[config.mk]
export PLATFORM = sky130hd
export DESIGN_NAME = hdg_ctrl
export DESIGN_NICKNAME = d
export VERILOG_FILES = /design/src/hw/rtl/hdg_pkg.sv /design/src/hw/rtl/hdg_ctrl.sv
export SDC_FILE = /design/constraint.sdc
export NUM_CORES = 1
export LEC_CHECK = 0
export BUFFER_PORTS_ARGS = -buffer_cell sky130_fd_sc_hd__buf_2
export CAP_MARGIN = 20
export CORE_ASPECT_RATIO = 1.2
export CORE_MARGIN = 5
export CORE_UTILIZATION = 35
export CTS_BUF_LIST = sky130_fd_sc_hd__clkbuf_16
export CTS_CLUSTER_DIAMETER = 120
export DETAILED_ROUTE_END_ITERATION = 10
export PLACE_DENSITY_LB_ADDON = 0.12
export SLEW_MARGIN = 30
export SYNTH_ARGS = -nofsm -noshare
export SYNTH_HDL_FRONTEND = slang
export SYNTH_SLANG_ARGS = --single-unit
export TNS_END_PERCENT = 50
[constraint.sdc]
create_clock -name aclk -period 4.87 [get_ports aclk]
set_input_delay 1.461 -clock aclk [delete_from_list [all_inputs] [get_ports aclk]]
set_output_delay 1.461 -clock aclk [all_outputs]
set_load 0.02 [all_outputs]
[src/hw/rtl/hdg_pkg.sv]
// shared types, constants and helpers for the hexahedron deformation gradient block
`default_nettype none

package hdg_pkg;

    // default coordinate format, signed Q16.16
    localparam int COORD_BITS_DEF = 32;
    localparam int FRAC_BITS_DEF  = 16;

    // fixed field widths
    localparam int TAG_W    = 16;
    localparam int SAMPLE_W = 16;
    localparam int CORNER_W = 3;
    localparam int IDX_W    = 2;

    // sample value for 1.0 in Q1.15
    localparam logic [SAMPLE_W-1:0] ONE_Q15 = 16'd32768;

    // shape gradients are f*f products of 17-bit factors, signed: 35 bits,
    // eight terms on top of a coordinate give the Jacobian width
    localparam int J_EXTRA    = 35;
    // determinant and numerators plus the fraction shift of the division
    localparam int WIDE_EXTRA = 110;

    // register file layout: J, D, cofactors of J
    localparam int RF_ADDR_W = 5;
    localparam int RF_DEPTH  = 27;
    localparam logic [RF_ADDR_W-1:0] JM_BASE  = 5'd0;
    localparam logic [RF_ADDR_W-1:0] DM_BASE  = 5'd9;
    localparam logic [RF_ADDR_W-1:0] COF_BASE = 5'd18;

    // commands from the sequencer to the datapath
    typedef struct packed {
        logic                  corner_we;
        logic                  sample_we;
        logic                  acc_clr;
        logic                  load_coord;
        logic                  coord_cur;
        logic [CORNER_W-1:0]   k;
        logic [IDX_W-1:0]      ri;
        logic [IDX_W-1:0]      cj;
        logic [RF_ADDR_W-1:0]  rd_addr;
        logic                  load_a_mem;
        logic                  load_b_mem;
        logic                  mul_step;
        logic                  mul_sub;
        logic                  mul_last;
        logic                  acc_we;
        logic [RF_ADDR_W-1:0]  wr_addr;
        logic                  det_we;
        logic                  div_init;
        logic                  div_step;
        logic                  out_load;
        logic                  out_last;
    } hdg_cmd_t;

    // status from the datapath to the sequencer
    typedef struct packed {
        logic singular;
        logic out_free;
    } hdg_status_t;

    // next index modulo three
    function automatic logic [IDX_W-1:0] mod3_inc(input logic [IDX_W-1:0] x);
        return (x == 2'd2) ? 2'd0 : x + 2'd1;
    endfunction

    // three times a row index, as a register file offset
    function automatic logic [RF_ADDR_W-1:0] times3(input logic [IDX_W-1:0] x);
        logic [RF_ADDR_W-1:0] xe;
        xe = {3'b000, x};
        return (xe << 1) + xe;
    endfunction

endpackage

`default_nettype wire

[src/hw/rtl/hdg_ctrl.sv]
// sequencer for corner loading, Jacobian sums, cofactors, determinant and entry division
`default_nettype none

module hdg_ctrl #(
    parameter int COORD_BITS = hdg_pkg::COORD_BITS_DEF
) (
    input  wire logic                  aclk,
    input  wire logic                  aresetn,
    input  wire logic                  s_tvalid,
    output logic                       s_tready,
    input  wire logic                  s_tlast,
    input  wire hdg_pkg::hdg_status_t  status,
    output hdg_pkg::hdg_cmd_t          cmd
);

    localparam int J_W  = COORD_BITS + hdg_pkg::J_EXTRA;
    localparam int MC_W = $clog2(J_W);
    localparam int DC_W = $clog2(COORD_BITS);

    localparam logic [3:0] S_IDLE     = 4'd0;
    localparam logic [3:0] S_JD_LOAD  = 4'd1;
    localparam logic [3:0] S_MUL      = 4'd2;
    localparam logic [3:0] S_POST     = 4'd3;
    localparam logic [3:0] S_FETCH_A  = 4'd4;
    localparam logic [3:0] S_FETCH_B  = 4'd5;
    localparam logic [3:0] S_LOAD_B   = 4'd6;
    localparam logic [3:0] S_ENTRY    = 4'd7;
    localparam logic [3:0] S_DIV_INIT = 4'd8;
    localparam logic [3:0] S_DIV      = 4'd9;
    localparam logic [3:0] S_OUT      = 4'd10;

    localparam logic [1:0] PH_JD  = 2'd0;
    localparam logic [1:0] PH_COF = 2'd1;
    localparam logic [1:0] PH_DET = 2'd2;
    localparam logic [1:0] PH_NUM = 2'd3;

    logic [3:0]                   state_reg, state_next;
    logic [1:0]                   phase_reg, phase_next;
    logic                         dsel_reg, dsel_next;
    logic [hdg_pkg::IDX_W-1:0]    ri_reg, ri_next;
    logic [hdg_pkg::IDX_W-1:0]    cj_reg, cj_next;
    logic [hdg_pkg::CORNER_W-1:0] k_reg, k_next;
    logic [1:0]                   p_reg, p_next;
    logic [MC_W-1:0]              mcnt_reg, mcnt_next;
    logic [DC_W-1:0]              dcnt_reg, dcnt_next;

    always_ff @(posedge aclk) begin
        if (!aresetn) begin
            state_reg <= S_IDLE;
            phase_reg <= PH_JD;
            dsel_reg  <= 1'b0;
            ri_reg    <= '0;
            cj_reg    <= '0;
            k_reg     <= '0;
            p_reg     <= '0;
            mcnt_reg  <= '0;
            dcnt_reg  <= '0;
        end else begin
            state_reg <= state_next;
            phase_reg <= phase_next;
            dsel_reg  <= dsel_next;
            ri_reg    <= ri_next;
            cj_reg    <= cj_next;
            k_reg     <= k_next;
            p_reg     <= p_next;
            mcnt_reg  <= mcnt_next;
            dcnt_reg  <= dcnt_next;
        end
    end

    // operand addresses of the current product
    logic [hdg_pkg::IDX_W-1:0]     r1, r2, c1, c2;
    logic [hdg_pkg::RF_ADDR_W-1:0] addr_a, addr_b, pe;
    logic                          mul_sub;

    always_comb begin
        r1 = hdg_pkg::mod3_inc(ri_reg);
        r2 = hdg_pkg::mod3_inc(r1);
        c1 = hdg_pkg::mod3_inc(cj_reg);
        c2 = hdg_pkg::mod3_inc(c1);
        pe = {3'b000, p_reg};
        mul_sub = 1'b0;
        unique case (phase_reg)
            PH_COF: begin
                if (p_reg == 2'd0) begin
                    addr_a = hdg_pkg::times3(r1) + {3'b000, c1};
                    addr_b = hdg_pkg::times3(r2) + {3'b000, c2};
                end else begin
                    addr_a = hdg_pkg::times3(r1) + {3'b000, c2};
                    addr_b = hdg_pkg::times3(r2) + {3'b000, c1};
                    mul_sub = 1'b1;
                end
            end
            PH_DET: begin
                addr_a = hdg_pkg::COF_BASE + pe;
                addr_b = hdg_pkg::JM_BASE + pe;
            end
            PH_NUM: begin
                addr_a = hdg_pkg::COF_BASE + hdg_pkg::times3(cj_reg) + pe;
                addr_b = hdg_pkg::DM_BASE + hdg_pkg::times3(ri_reg) + pe;
            end
            default: begin
                addr_a = '0;
                addr_b = '0;
            end
        endcase
    end

    // next state and commands
    always_comb begin
        state_next = state_reg;
        phase_next = phase_reg;
        dsel_next  = dsel_reg;
        ri_next    = ri_reg;
        cj_next    = cj_reg;
        k_next     = k_reg;
        p_next     = p_reg;
        mcnt_next  = mcnt_reg;
        dcnt_next  = dcnt_reg;
        s_tready   = 1'b0;

        cmd            = '0;
        cmd.coord_cur  = dsel_reg;
        cmd.k          = k_reg;
        cmd.ri         = ri_reg;
        cmd.cj         = cj_reg;
        cmd.mul_sub    = mul_sub;
        cmd.mul_last   = (mcnt_reg == MC_W'(J_W - 1));
        cmd.wr_addr    = '0;
        cmd.rd_addr    = addr_a;

        unique case (state_reg)
            S_IDLE: begin
                s_tready = 1'b1;
                if (s_tvalid) begin
                    cmd.corner_we = 1'b1;
                    if (s_tlast) begin
                        cmd.sample_we = 1'b1;
                        cmd.acc_clr   = 1'b1;
                        phase_next    = PH_JD;
                        dsel_next     = 1'b0;
                        ri_next       = '0;
                        cj_next       = '0;
                        k_next        = '0;
                        p_next        = '0;
                        state_next    = S_JD_LOAD;
                    end
                end
            end
            S_JD_LOAD: begin
                cmd.load_coord = 1'b1;
                mcnt_next      = '0;
                state_next     = S_MUL;
            end
            S_MUL: begin
                cmd.mul_step = 1'b1;
                mcnt_next    = mcnt_reg + 1'b1;
                if (cmd.mul_last) begin
                    state_next = S_POST;
                end
            end
            S_POST: begin
                unique case (phase_reg)
                    PH_JD: begin
                        if (k_reg != 3'd7) begin
                            k_next     = k_reg + 1'b1;
                            state_next = S_JD_LOAD;
                        end else begin
                            cmd.acc_we  = 1'b1;
                            cmd.wr_addr = (dsel_reg ? hdg_pkg::DM_BASE : hdg_pkg::JM_BASE) +
                                          hdg_pkg::times3(ri_reg) + {3'b000, cj_reg};
                            cmd.acc_clr = 1'b1;
                            k_next      = '0;
                            state_next  = S_JD_LOAD;
                            cj_next     = hdg_pkg::mod3_inc(cj_reg);
                            if (cj_reg == 2'd2) begin
                                ri_next = hdg_pkg::mod3_inc(ri_reg);
                                if (ri_reg == 2'd2) begin
                                    if (dsel_reg) begin
                                        phase_next = PH_COF;
                                        p_next     = '0;
                                        state_next = S_FETCH_A;
                                    end
                                    dsel_next = !dsel_reg;
                                end
                            end
                        end
                    end
                    PH_COF: begin
                        state_next = S_FETCH_A;
                        if (p_reg == 2'd0) begin
                            p_next = 2'd1;
                        end else begin
                            cmd.acc_we  = 1'b1;
                            cmd.wr_addr = hdg_pkg::COF_BASE + hdg_pkg::times3(ri_reg) +
                                          {3'b000, cj_reg};
                            cmd.acc_clr = 1'b1;
                            p_next      = '0;
                            cj_next     = hdg_pkg::mod3_inc(cj_reg);
                            if (cj_reg == 2'd2) begin
                                ri_next = hdg_pkg::mod3_inc(ri_reg);
                                if (ri_reg == 2'd2) begin
                                    phase_next = PH_DET;
                                end
                            end
                        end
                    end
                    PH_DET: begin
                        if (p_reg != 2'd2) begin
                            p_next     = p_reg + 1'b1;
                            state_next = S_FETCH_A;
                        end else begin
                            cmd.det_we  = 1'b1;
                            cmd.acc_clr = 1'b1;
                            p_next      = '0;
                            ri_next     = '0;
                            cj_next     = '0;
                            phase_next  = PH_NUM;
                            state_next  = S_ENTRY;
                        end
                    end
                    PH_NUM: begin
                        if (p_reg != 2'd2) begin
                            p_next     = p_reg + 1'b1;
                            state_next = S_FETCH_A;
                        end else begin
                            state_next = S_DIV_INIT;
                        end
                    end
                    default: state_next = S_IDLE;
                endcase
            end
            S_FETCH_A: begin
                cmd.rd_addr = addr_a;
                state_next  = S_FETCH_B;
            end
            S_FETCH_B: begin
                cmd.load_a_mem = 1'b1;
                cmd.rd_addr    = addr_b;
                state_next     = S_LOAD_B;
            end
            S_LOAD_B: begin
                cmd.load_b_mem = 1'b1;
                mcnt_next      = '0;
                state_next     = S_MUL;
            end
            S_ENTRY: begin
                p_next = '0;
                if (status.singular) begin
                    state_next = S_OUT;
                end else begin
                    state_next = S_FETCH_A;
                end
            end
            S_DIV_INIT: begin
                cmd.div_init = 1'b1;
                dcnt_next    = '0;
                state_next   = S_DIV;
            end
            S_DIV: begin
                cmd.div_step = 1'b1;
                dcnt_next    = dcnt_reg + 1'b1;
                if (dcnt_reg == DC_W'(COORD_BITS - 1)) begin
                    state_next = S_OUT;
                end
            end
            S_OUT: begin
                if (status.out_free) begin
                    cmd.out_load = 1'b1;
                    cmd.out_last = (ri_reg == 2'd2) && (cj_reg == 2'd2);
                    cmd.acc_clr  = 1'b1;
                    if (cmd.out_last) begin
                        state_next = S_IDLE;
                    end else begin
                        state_next = S_ENTRY;
                        cj_next    = hdg_pkg::mod3_inc(cj_reg);
                        if (cj_reg == 2'd2) begin
                            ri_next = hdg_pkg::mod3_inc(ri_reg);
                        end
                    end
                end
            end
            default: state_next = S_IDLE;
        endcase
    end

    // a result is only loaded into a free output slot
    a_out_free: assert property (@(posedge aclk) disable iff (!aresetn)
        cmd.out_load |-> status.out_free)
        else $error("result loaded over a pending result");

    // the final corner starts the element and closes the input
    a_final_busy: assert property (@(posedge aclk) disable iff (!aresetn)
        (s_tvalid && s_tready && s_tlast) |=> !s_tready)
        else $error("input still open after final corner");

    // division steps follow the divider setup directly
    a_div_seq: assert property (@(posedge aclk) disable iff (!aresetn)
        cmd.div_init |=> cmd.div_step)
        else $error("divider setup not followed by a step");

    // determinant write is followed by the first entry decision
    a_det_entry: assert property (@(posedge aclk) disable iff (!aresetn)
        cmd.det_we |=> (state_reg == S_ENTRY) && (ri_reg == 2'd0) && (cj_reg == 2'd0))
        else $error("entries do not start at row 0 column 0");

endmodule

`default_nettype wire

# [Word-level counts from Yosys, hierarchy flattened]
# Cells that the tools add are included.
[classes] n_eq_ne=41 add_sub_neg=25 n_mux=98 reduce_logical=17
[op_table] operator="$mux W2" count=35
[op_table] operator="$pmux W4 S10" count=1
[op_table] operator="$pmux W2 S3" count=6
[op_table] operator="$mux W4" count=8
[op_table] operator="$add A5 B2 Y5" count=6
[op_table] operator="$mux W3" count=10
[op_table] operator="$ne A3 B3 Y1 const B" count=10
[op_table] operator="$pmux W5 S3" count=2
[op_table] operator="$mux W1" count=20
[op_table] operator="$ne A2 B2 Y1 const B" count=10
[op_table] operator="$add A3 B2 Y4" count=4
[op_table] operator="$eq A4 B3 Y1 const B" count=4
[op_table] operator="$pmux W4 S4" count=1
[op_table] operator="$mux W5" count=3
[op_table] operator="$pmux W7 S2" count=1
[op_table] operator="$eq A2 B2 Y1 const B" count=6
[op_table] operator="$eq A4 B4 Y1 const B" count=3
[op_table] operator="$mux W6" count=2
[op_table] operator="$pmux W6 S2" count=1
[op_table] operator="$reduce_and A12 Y1" count=1
[op_table] operator="$add A2 B1 Y2 const B" count=5
[op_table] operator="$add A4 B2 Y5" count=2
[op_table] operator="$add A5 B4 Y5 const A" count=2
[op_table] operator="$pmux W5 S2" count=1
[op_table] operator="other kinds (31)" count=37
[word_totals] wordCells=190 input_bits=6 out_inout_bits=34 reg_bits=28

# [Logic depth before layout (Yosys ltp)]
[logic_depth] word_depth=9 mapped_depth=11 mapped_depth_nobuf=11

# [Worst setup path after synthesis]
# Ideal clock, no wire load.
[synth_path] path_kind="reg-to-output" startpoint="register ri_reg[0] in the netlist's numbering" endpoint="output cmd[19] in the netlist's numbering" n_path_buf=0 arrival_time_ns=2.856 path_stages_with_launch=11 setup_slack_ns=0.553 t_required_ns=3.409 path_cell_list="dfxtp_1 > inv_1 > ha_1 > inv_1 > ha_1 > ha_1 > a211oi_1 > a311oi_1 > xor2_1 > nand2_1 > a221oi_1"
[synth_rtl] item="from (decl)" line_no="hdg_ctrl.sv:40" text="logic [hdg_pkg::IDX_W-1:0] ri_reg, ri_next;"
[synth_rtl] item="from (signal assigned)" line_no="hdg_ctrl.sv:62" text="ri_reg <= ri_next;"
[synth_rtl] item="to (decl)" line_no="hdg_ctrl.sv:13" text="output hdg_pkg::hdg_cmd_t cmd"

==> flow_metrics.tcl <==
set metrics [dict create \
    cts_resized 0 \
    internal_power_uw 524 \
    rows 37 \
    cap_violations 0 \
    hpwl_um 6750 \
    crit_end "cmd[19]" \
    syn-cell-area_um2 3080 \
    port_buffers 39 \
    synth_top_area_share_pct 18.7 \
    areaGrowthSynthToFinish_pct 11.6 \
    yosys_warnings 0 \
    first_global_vias 2968 \
    vias 2913 \
    critPathLaunch "ri_reg[0]$_SDFFE_PN0P_" \
    p_clk_share_pct 30.4 \
    synth_largest_area_cell "ha_1" \
    cp-end-kind "output port" \
    track_usage_pct 17.3 \
    relSlewSlack_pct 44.7 \
    largest_reg_flops 7 \
    first_pass_iters 5 \
    start_util_pct 35.8 \
    pwr-share-seq_pct 33.0 \
    drc 0 \
    grt_max_degree 23 \
    synthTopCellsByArea "ha_1 19%, dfxtp_1 18%, fa_1 6.5%" \
    clk_pin_slew_worst_paths_ps 90 \
    outcome "finished, final reports clean" \
    holdWs_ps 461 \
    r2r_cells 7 \
    synthMostInstantiatedCell "ha_1" \
    leakagePower_uw 0.00147 \
    r2r_start "p_reg[1]$_SDFFE_PN0P_" \
    diodes 0 \
    fin_tns_setup_ps 0 \
    synth_nets 459 \
    clockBufferDepth 2 \
    ys_seq_elements 28 \
    synthTopCellsByCount "46 x ha_1, 36 x a21oi_1, 36 x inv_1, 28 x dfxtp_1, 28 x nor2_1" \
    powerDensity_nw_per_um2 251 \
    ir_drop_uv 125 \
    die_h_um 113 \
    tightestPinTransition_ps 818 \
    finalCritPeriodShare_pct 95.1 \
    drt_iter0_drc 134 \
    synth.distinct_cells 57 \
    startpoint_type "flop" \
    ys.flop_type "dfxtp_1" \
    dieArea_um2 10800 \
    cts_sinks 28 \
    cts_inserted_buffers 3 \
    ios 40 \
    rsz0062_at_grt "false" \
    cp_max_fo 8 \
    grt_pass1_wl_um 15100 \
    finalHoldViolCount 0 \
    seq_area_frac_synth_pct 18.2 \
    gp_congestion 0.827 \
    synthArstFlopShare_pct 0 \
    critPathKind "reg -> out" \
    avgSynthCellArea_um2 7.76 \
    clock_latency_ps 280 \
    nNetsFinal 483 \
    post_cts.repair.setup_buffers 0 \
    min_period_ps 4630 \
    drive_gt1_share_pct 11.7 \
    die-width_um 95.6 \
    ant_nets 0 \
    viasPerCell 5.42 \
    core_um2 8610 \
    antenna_found_initial 0 \
    grt_overflow_total 0 \
    timing.rr.end "ri_reg[1]$_SDFFE_PN0P_" \
    hold_class "reg -> reg" \
    skew_ps 11.2 \
    tritoncts "done" \
    setup_viol 0 \
    power.share.switching_pct 39.4 \
    worstPathRequired_ps 3410 \
    cts.htree.levels 1 \
    clockRootBuffer "clkbuf_16" \
    cts_hold_buffers 0 \
    synth_cells 397 \
    wire_per_inst_um 16.6 \
    max_freq_mhz 216 \
    synth_edf_count 0 \
    cp_data_arrival_time_ps 3170 \
    r2r_slack_ps 1990 \
    switchingPower_uw 341 \
    finalMaxSlewViolations 0 \
    wirelength_um 8900 \
    pwr-share-comb_pct 36.6 \
]
## worst max-delay path: stages (launching register included)
cell      delay (ps)
dfxtp_1          380
inv_1            290
ha_1             350
inv_1            100
ha_1             340
ha_1             280
a211oi_1          60
a311oi_1         320
xor2_1           170
nand2_1           70
a221oi_1         300
buf_2            220
## through the flow
stage	power (µW)	worst slack, ps	util, %	instances	area [µm²]
detailed placement	605	557	38.7	533	3330
floorplan	519	553	-	397	3080
CTS	865	232	39.9	537	3440
finish	865	239	39.9	537	3440
global route	921	26.8	39.9	537	3440
global placement	604	671	38.7	533	3330
## per-layer routing
layer / global-route usage (%) / part of all wire (%) / vias up
met3: 1.60 / 4.5 / 9
met4: 4.36 / 1.2 / 0
met2: 29.6 / 49 / 74
li1: - / - / 1453
met5: 0 / 0 / -
met1: 23.1 / 45 / 1377
## cells by family after synthesis
family          Yosys count  share of synthesized area [%]
flops                    28                           18.2
mux                       5                           1.67
fa+ha+maj                56                           25.2
buf+inv                  59                           7.76
compound gates          103                           20.8
simple gates            134                           22.9
xor+xnor                 12                           3.41
## area by class of cell
type | count | area, µm²
multi-input cells | 310 | 2280
repair buffers | 40 | 203
well taps | 117 | 146
clock buffers | 3 | 75.1
inverters | 38 | 143
clock inverters | 1 | 30.0
flip-flops and latches | 28 | 561
fillers | 963 | 5170
## worst min-delay path by stage
stage | from | end | slack [ps] | cells past startpoint
2_1_floorplan | dcnt_reg[4]$_SDFFE_PN0P_ | dcnt_reg[4]$_SDFFE_PN0P_ | 440 | 2
3_3_place_gp | dcnt_reg[4]$_SDFFE_PN0P_ | dcnt_reg[4]$_SDFFE_PN0P_ | 440 | 2
3_5_place_dp | dcnt_reg[4]$_SDFFE_PN0P_ | dcnt_reg[4]$_SDFFE_PN0P_ | 450 | 2
4_1_cts | dcnt_reg[4]$_SDFFE_PN0P_ | dcnt_reg[4]$_SDFFE_PN0P_ | 460 | 2
5_1_grt | dcnt_reg[1]$_SDFFE_PN0P_ | dcnt_reg[1]$_SDFFE_PN0P_ | 500 | 2
6_report | dcnt_reg[4]$_SDFFE_PN0P_ | dcnt_reg[4]$_SDFFE_PN0P_ | 460 | 2
## power groups by stage
stage / Clock, µW / Combinational (µW) / Sequential, µW
floorplan: 0 / 260 / 259
global placement: 0 / 314 / 290
detailed placement: 0 / 314 / 290
CTS: 264 / 317 / 285
global route: 271 / 359 / 290
finish: 263 / 317 / 285
## layout by cell type (no fill, tap or decap), types with 4 or more instances in the layout
| cell | instances |
|---|---|
| mux2i_1 | 4 |
| nand3_1 | 13 |
| a31oi_1 | 5 |
| nor3_1 | 13 |
| fa_1 | 10 |
| dfxtp_1 | 28 |
| nor2_1 | 28 |
| and2_1 | 6 |
| a311oi_1 | 4 |
| nand2b_1 | 8 |
| inv_1 | 36 |
| nor2b_1 | 8 |
| a211oi_1 | 7 |
| ha_1 | 46 |
| o21ai_0 | 23 |
| buf_2 | 39 |
| nand2_1 | 27 |
| xor2_1 | 9 |
| nand4_1 | 5 |
| a21oi_1 | 36 |
| nor3b_1 | 5 |
| or3_1 | 6 |
Note: power is estimated with default switching activity, not from simulation.
